$ cat src/hdl/smce_pkg.sv
package smce_pkg;

	// Input commands
	localparam logic [1:0] CMD_CLEAR = 2'd0;
	localparam logic [1:0] CMD_COUNT = 2'd1;
	localparam logic [1:0] CMD_TROW  = 2'd2;
	localparam logic [1:0] CMD_QROW  = 2'd3;

	// Path ops
	localparam logic [1:0] OP_MATCH   = 2'd0;
	localparam logic [1:0] OP_DELETE  = 2'd1;
	localparam logic [1:0] OP_INSERT  = 2'd2;
	localparam logic [1:0] OP_INVALID = 2'd3;

	// Error codes
	localparam logic [1:0] ERR_NONE   = 2'd0;
	localparam logic [1:0] ERR_OP     = 2'd1;
	localparam logic [1:0] ERR_LENGTH = 2'd2;

	// Field widths and caps
	localparam int POS_W = 11;
	localparam int COL_W = 21;
	localparam logic [POS_W-1:0] POS_CAP = 11'd2047;
	localparam logic [COL_W-1:0] COL_CAP = 21'h1FFFFF;
	localparam logic [7:0] GAP_CHAR = 8'd45;

	// Controller states
	typedef enum logic [3:0] {
		S_CLEAR = 4'b0001,
		S_IDLE  = 4'b0010,
		S_RDA   = 4'b0100,
		S_DONE  = 4'b1000
	} state_t;

	// Controller to datapath commands
	typedef struct packed {
		logic take_item;
		logic take_a;
		logic clear_regs;
		logic sweep;
		logic sel_ql;
		logic commit;
	} smce_cmd_t;

	// Datapath to controller status
	typedef struct packed {
		logic is_clear;
		logic sweep_last;
	} smce_stat_t;

endpackage

$ cat src/hdl/smce_ctrl.sv
module smce_ctrl (
	input  logic                 clk,
	input  logic                 arst_n,
	input  logic                 in_valid,
	output logic                 in_stall,
	output logic                 out_valid,
	input  logic                 out_stall,
	input  smce_pkg::smce_stat_t stat,
	output smce_pkg::smce_cmd_t  cmd
);

	smce_pkg::state_t state_q, state_d;
	logic init_q;
	logic out_valid_q;
	logic out_free;

	assign out_free  = !out_valid_q || !out_stall;
	assign in_stall  = (state_q != smce_pkg::S_IDLE);
	assign out_valid = out_valid_q;

	// Next state and commands
	always_comb begin
		state_d = state_q;
		cmd     = '0;
		unique case (state_q)
			smce_pkg::S_CLEAR: begin
				cmd.sweep = 1'b1;
				if (stat.sweep_last) begin
					state_d = init_q ? smce_pkg::S_IDLE : smce_pkg::S_DONE;
				end
			end
			smce_pkg::S_IDLE: begin
				if (in_valid) begin
					cmd.take_item = 1'b1;
					if (stat.is_clear) begin
						cmd.clear_regs = 1'b1;
						state_d = smce_pkg::S_CLEAR;
					end else begin
						state_d = smce_pkg::S_RDA;
					end
				end
			end
			smce_pkg::S_RDA: begin
				cmd.take_a  = 1'b1;
				cmd.sel_ql  = 1'b1;
				state_d     = smce_pkg::S_DONE;
			end
			smce_pkg::S_DONE: begin
				cmd.sel_ql = 1'b1;
				if (out_free) begin
					cmd.commit = 1'b1;
					state_d    = smce_pkg::S_IDLE;
				end
			end
			default: state_d = smce_pkg::S_IDLE;
		endcase
	end

	// State, reset-sweep flag, output valid
	always_ff @(posedge clk or negedge arst_n) begin
		if (!arst_n) begin
			state_q     <= smce_pkg::S_CLEAR;
			init_q      <= 1'b1;
			out_valid_q <= 1'b0;
		end else begin
			state_q <= state_d;
			if (state_q == smce_pkg::S_CLEAR && stat.sweep_last) begin
				init_q <= 1'b0;
			end
			if (cmd.commit) begin
				out_valid_q <= 1'b1;
			end else if (!out_stall) begin
				out_valid_q <= 1'b0;
			end
		end
	end

`ifndef SYNTHESIS
	a_rose_from_done: assert property (@(posedge clk) disable iff (!arst_n)
		$rose(out_valid_q) |-> $past(state_q == smce_pkg::S_DONE))
		else $error("result appeared outside commit");
	a_item_flow: assert property (@(posedge clk) disable iff (!arst_n)
		(state_q == smce_pkg::S_IDLE && in_valid && !stat.is_clear)
		|=> state_q == smce_pkg::S_RDA ##1 state_q == smce_pkg::S_DONE)
		else $error("item did not reach commit state");
	a_sweep_excl: assert property (@(posedge clk) disable iff (!arst_n)
		cmd.sweep |-> !cmd.commit && !cmd.take_item)
		else $error("sweep overlaps item handling");
	a_done_holds: assert property (@(posedge clk) disable iff (!arst_n)
		(state_q == smce_pkg::S_DONE && out_valid_q && out_stall)
		|=> state_q == smce_pkg::S_DONE)
		else $error("commit over a waiting result");
`endif

endmodule

$ cat config.mk
export PLATFORM = sky130hd
export DESIGN_NAME = smce_ctrl
export DESIGN_NICKNAME = d
export VERILOG_FILES = /design/src/hdl/smce_pkg.sv /design/src/hdl/smce_ctrl.sv
export SDC_FILE = /design/constraint.sdc
export NUM_CORES = 1
export LEC_CHECK = 0
export BUFFER_PORTS_ARGS = -buffer_cell sky130_fd_sc_hd__buf_2
export CAP_MARGIN = 20
export CORE_AREA = 4 4 41 43
export CTS_CLUSTER_DIAMETER = 30
export DETAILED_ROUTE_END_ITERATION = 12
export DIE_AREA = 0 0 45 47
export RECOVER_POWER = 50
export SYNTH_ARGS = -nofsm -noshare
export SYNTH_HDL_FRONTEND = slang
export SYNTH_SLANG_ARGS = --single-unit
$ cat constraint.sdc
create_clock -name clk -period 1.95 [get_ports clk]
set_input_delay 0.195 -clock clk [delete_from_list [all_inputs] [get_ports clk]]
set_output_delay 0.195 -clock clk [all_outputs]
set_load 0.05 [all_outputs]
# ---- Word level (Yosys, flattened, before mapping)
# Cells that the tools add are included.
# Widths: inputs -> output; s select.
dict set report word_totals {
  reg_bits 6
  elab_cells 36
}
dict set report classes {
  eq_ne 9
  mux 18
  reduce_logical 6
}
# op n
set ops {}
lappend ops {{$mux 4} 4}
lappend ops {{$pmux 4 s4} 1}
lappend ops {{$mux 1} 12}
lappend ops {{$ne 2x2->1 const B} 3}
lappend ops {{$eq 4x1->1 const B} 1}
lappend ops {{$eq 4x2->1 const B} 1}
lappend ops {{$eq 4x3->1 const B} 1}
lappend ops {{$eq 4x4->1 const B} 1}
lappend ops {{$ne 4x2->1 const B} 1}
lappend ops {{$mux 3} 1}
lappend ops {{$reduce_and 3->1} 1}
lappend ops {{$logic_not 1->1} 2}
lappend ops {{$ne 2x1->1 const B} 1}
lappend ops {{$reduce_or 2->1} 1}
lappend ops {{$logic_and 1x1->1} 1}
lappend ops {{$logic_or 1x1->1} 1}

# ---- Depth between registers and ports, before layout
dict set report depth {
  depth_word 5
  ltp_mapped 4
  ltp_nobuf 3
}

# ---- Least setup slack after synthesis
# No wires, ideal clock.
dict set report synth_timing {
  path_kind {reg2reg}
  from {register state_q[0]}
  to {register init_q}
  setup_ns 0.163
  t_arrival_ns 2.486
  required_time_ns 1.787
  path_slack_ns -0.699
  path_stages_with_launch 3
  period_less_slack_ns 2.649
  path_cell_list {dfstp_2 > nor4b_1 > a21boi_0}
}
dict set report synth_between {
  elab_chain_len 2
}
# item line
set synth_rtl {}
lappend synth_rtl {{start: declaration} smce_ctrl.sv:12} ;# smce_pkg::state_t state_q, state_d;
lappend synth_rtl {{start signal: assignment} smce_ctrl.sv:62} ;# state_q <= smce_pkg::S_CLEAR;
lappend synth_rtl {{start signal: assignment} smce_ctrl.sv:66} ;# state_q <= state_d;
lappend synth_rtl {{$eq 4x1->1} smce_ctrl.sv:67} ;# if (state_q == smce_pkg::S_CLEAR && stat.sweep_last) begin
lappend synth_rtl {{$logic_and 1x1->1} smce_ctrl.sv:67}
lappend synth_rtl {{end signal: assignment} smce_ctrl.sv:63} ;# init_q <= 1'b1;
lappend synth_rtl {{end signal: assignment} smce_ctrl.sv:68} ;# init_q <= 1'b0;
lappend synth_rtl {{end: declaration} smce_ctrl.sv:13} ;# logic init_q;
# Every way passes these cells.
# A chain may end at the register's enable or synchronous reset.

# ---- Final worst setup path
dict set report layout_timing {
  from {register state_q[3]}
  to {output port in_stall}
}
dict set report layout_between {
  elab_chain_len 1
}
# item line
set layout_rtl {}
lappend layout_rtl {{$ne 4x2->1} smce_ctrl.sv:18} ;# assign in_stall = (state_q != smce_pkg::S_IDLE);
lappend layout_rtl {{end: declaration} smce_ctrl.sv:5} ;# output logic in_stall,
# Every way passes these cells.

==> flow_metrics.env <==
export IMPL_switching_share_pct=49.8
export IMPL_cts_made_buffers=3
export IMPL_multi_input_area_um2=208
export IMPL_dp_cells=62
export IMPL_drv_cap=0
export IMPL_power_density_nw_per_um2=1530
export IMPL_syn_area_um2=369
export IMPL_fillers=146
export IMPL_synth_seq_cells=6
export IMPL_instances_no_fill=67
export IMPL_antenna_found_initial=0
export IMPL_crit_start="state_q[3]"
export IMPL_ys_warn_count=0
export IMPL_vdd_drop_max_v=0.000604
export IMPL_finalWeightedCongestion=0.649
export IMPL_grt_use_total_pct=9.78
export IMPL_fmax_mhz=553
export IMPL_synth_area_leader_cell="dfrtp_1"
export IMPL_post_cts_setup_buffers=0
export IMPL_initial_core_util_pct=28.4
export IMPL_p_comb_share_pct=59.0
export IMPL_synth_distinct_cells=23
export IMPL_final_layout_size_suffix_gt1_share_pct=48.1
export IMPL_yosysMostFrequentCell="dfrtp_1"
export IMPL_hold_viol=0
export IMPL_fin_nets=59
export IMPL_grt_max_degree=10
export IMPL_crit_arrival_ns=1.61
export IMPL_crit_fanout=9
export IMPL_diodes=0
export IMPL_worst_pin_slew_ns=0.593
export IMPL_p_int_w=0.000384
export IMPL_synthTopCellsByArea="dfrtp_1, dfstp_2, or3b_1, buf_6, a211oi_1"
export IMPL_synth_main_ff_cell="dfrtp_1"
export IMPL_drt_first_iter_violations=6
export IMPL_gr_total_overflow=0
export IMPL_tritoncts="yes"
export IMPL_rsz0062_at_grt="no"
export IMPL_synth_net_count=39
export IMPL_p_leak_nw=0.228
export IMPL_cts_max_path_buffers=2
export IMPL_ios=14
export IMPL_power_net_switching_w=0.000381
export IMPL_fin_area_um2=500
export IMPL_hold_path_startpoint="stat[0]"
export IMPL_area_growth_pct=35.6
export IMPL_ant_nets=0
export IMPL_regArea_um2=153
export IMPL_clockRootBuffer="clkbuf_4"
export IMPL_grt_pass1_wl_mm=1.45
export IMPL_setup_viol=0
export IMPL_synth_top_cell_area_share_pct=27.1
export IMPL_required_ns=1.75
export IMPL_ys_top_cells_by_count="dfrtp_1, or3b_1"
export IMPL_final_setup_skew_ns=0.0109
export IMPL_fin_ws_ns=0.140
export IMPL_ys_seq_area_share_pct=41.4
export IMPL_dieArea_um2=2120
export IMPL_drcViolationCount=0
export IMPL_dp_slack_ns=0.411
export IMPL_viasPerCell=4.94
export IMPL_die_w_um=45
export IMPL_period_share_pct=92.8
export IMPL_cts_clk_slew_worst_paths_ns=0.05
export IMPL_async_flop_share_pct=100
export IMPL_clk_latency_ns=0.25
export IMPL_power_frac_seq_pct=24.2
export IMPL_dr_pass1_iters=4
export IMPL_row_count=13
export IMPL_synth_edf_count=0
export IMPL_rr_startpoint="state_q[0]"
export IMPL_wirelength_um=825
export IMPL_syn_inst=33
export IMPL_slew_viol_final=0
export IMPL_clock_sinks=6
export IMPL_avgSynthCellArea_um2=11.2
export IMPL_wl_per_cell_um=12.3
export IMPL_finalSetupTns_ns=0
export IMPL_dp_hpwl_um=624
export IMPL_via_count=331
export IMPL_final_core_util_pct=38.5
export IMPL_critPathCaptureType="output port"
export IMPL_status="complete, no violations"
export IMPL_clock_power_share_pct=16.7
export IMPL_period_needed_ns=1.81
export IMPL_core_um2=1300
export IMPL_slew_headroom_pct=60.6
export IMPL_fp_dieH_um=47
export IMPL_start_kind="flip-flop"
export IMPL_cts_htree_levels=1
export IMPL_grt_pass1_vias=325
export IMPL_placed_area_um2=473
export IMPL_critPathKind="reg -> out"
export IMPL_hp_class="in -> reg"
export IMPL_numPortBuffers=13
## power groups by stage
stage	registers, W	logic, W	clock network, W
floorplan	0.000207	0.000357	0
global placement	0.000186	0.000459	0
detailed placement	0.000187	0.000458	0
CTS	0.000186	0.000462	0.000132
global route	0.000191	0.000478	0.000150
finish	0.000186	0.000452	0.000128
## cells in the final DEF, fill, tap and decap left out, types with 2 or more instances in the layout
master and instances:
nor3_2 2, clkbuf_4 3, nand2_1 2, clkbuf_1 3, dfrtp_1 4, or3b_1 3, buf_4 3, a211oi_1 2
buf_2 11, dfstp_2 2
## critical path, stage by stage (launching register included)
cell and delay [ns]:
dfrtp_1 0.38, buf_4 0.17, or4b_1 0.56, buf_2 0.24
## layout make-up
class	count	share of cell area (%)
Sequential cell	6	30.5
Tap cell	15	3.75
Multi-Input combinational cell	25	41.5
Timing Repair Buffer	17	19.0
Clock buffer	4	5.25
## flip-flops by register name (all words and copies together) (netlist names)
signal and count:
state_q 4, init_q 1, out_valid 1
## metal layers
metal  up-vias  global-route usage, %  part of all wire, %
met2        15                   13.6                   39
met5         -                      0                    0
met4         0                   1.75                    0
met3         0                   6.90                   11
met1       146                   12.5                   50
li1        170                      -                    -
## logic make-up (layout without fill, tap and decap cells)
family	after synthesis	count (layout)	synth area share, %
and+or+nand+nor	16	16	32.2
AOI/OAI and AO/OA	9	9	20.3
DFF	6	6	41.4
buffers and inverters	2	21	6.10
## repair_timing
action,4_1_cts,5_1_grt
hold buffers,1,0
hold endpoints to repair,6,0
endpoints found under the setup margin,0,0
gates resized for setup,0,0
## per-stage QoR
step | hold WS (ns) | power (W)
after floorplan | -0.101 | 0.000564
after global routing | 0.112 | 0.000818
after CTS | 0.110 | 0.000780
final | 0.118 | 0.000765
after detailed placement | 0.0239 | 0.000646
after global placement | 0.0240 | 0.000645
## final timing paths
path                            depth (start not counted)          to  slack [ns]
worst max-delay path                                    3    in_stall        0.14
worst min-delay path                                    2      init_q        0.12
worst max register to register                          3  state_q[1]        0.49
worst min register to register                          1      init_q        0.48
max in group asynchronous                               2  state_q[0]        1.30
min in group asynchronous                               2   out_valid        0.35
(Power assumes the default switching activity.)
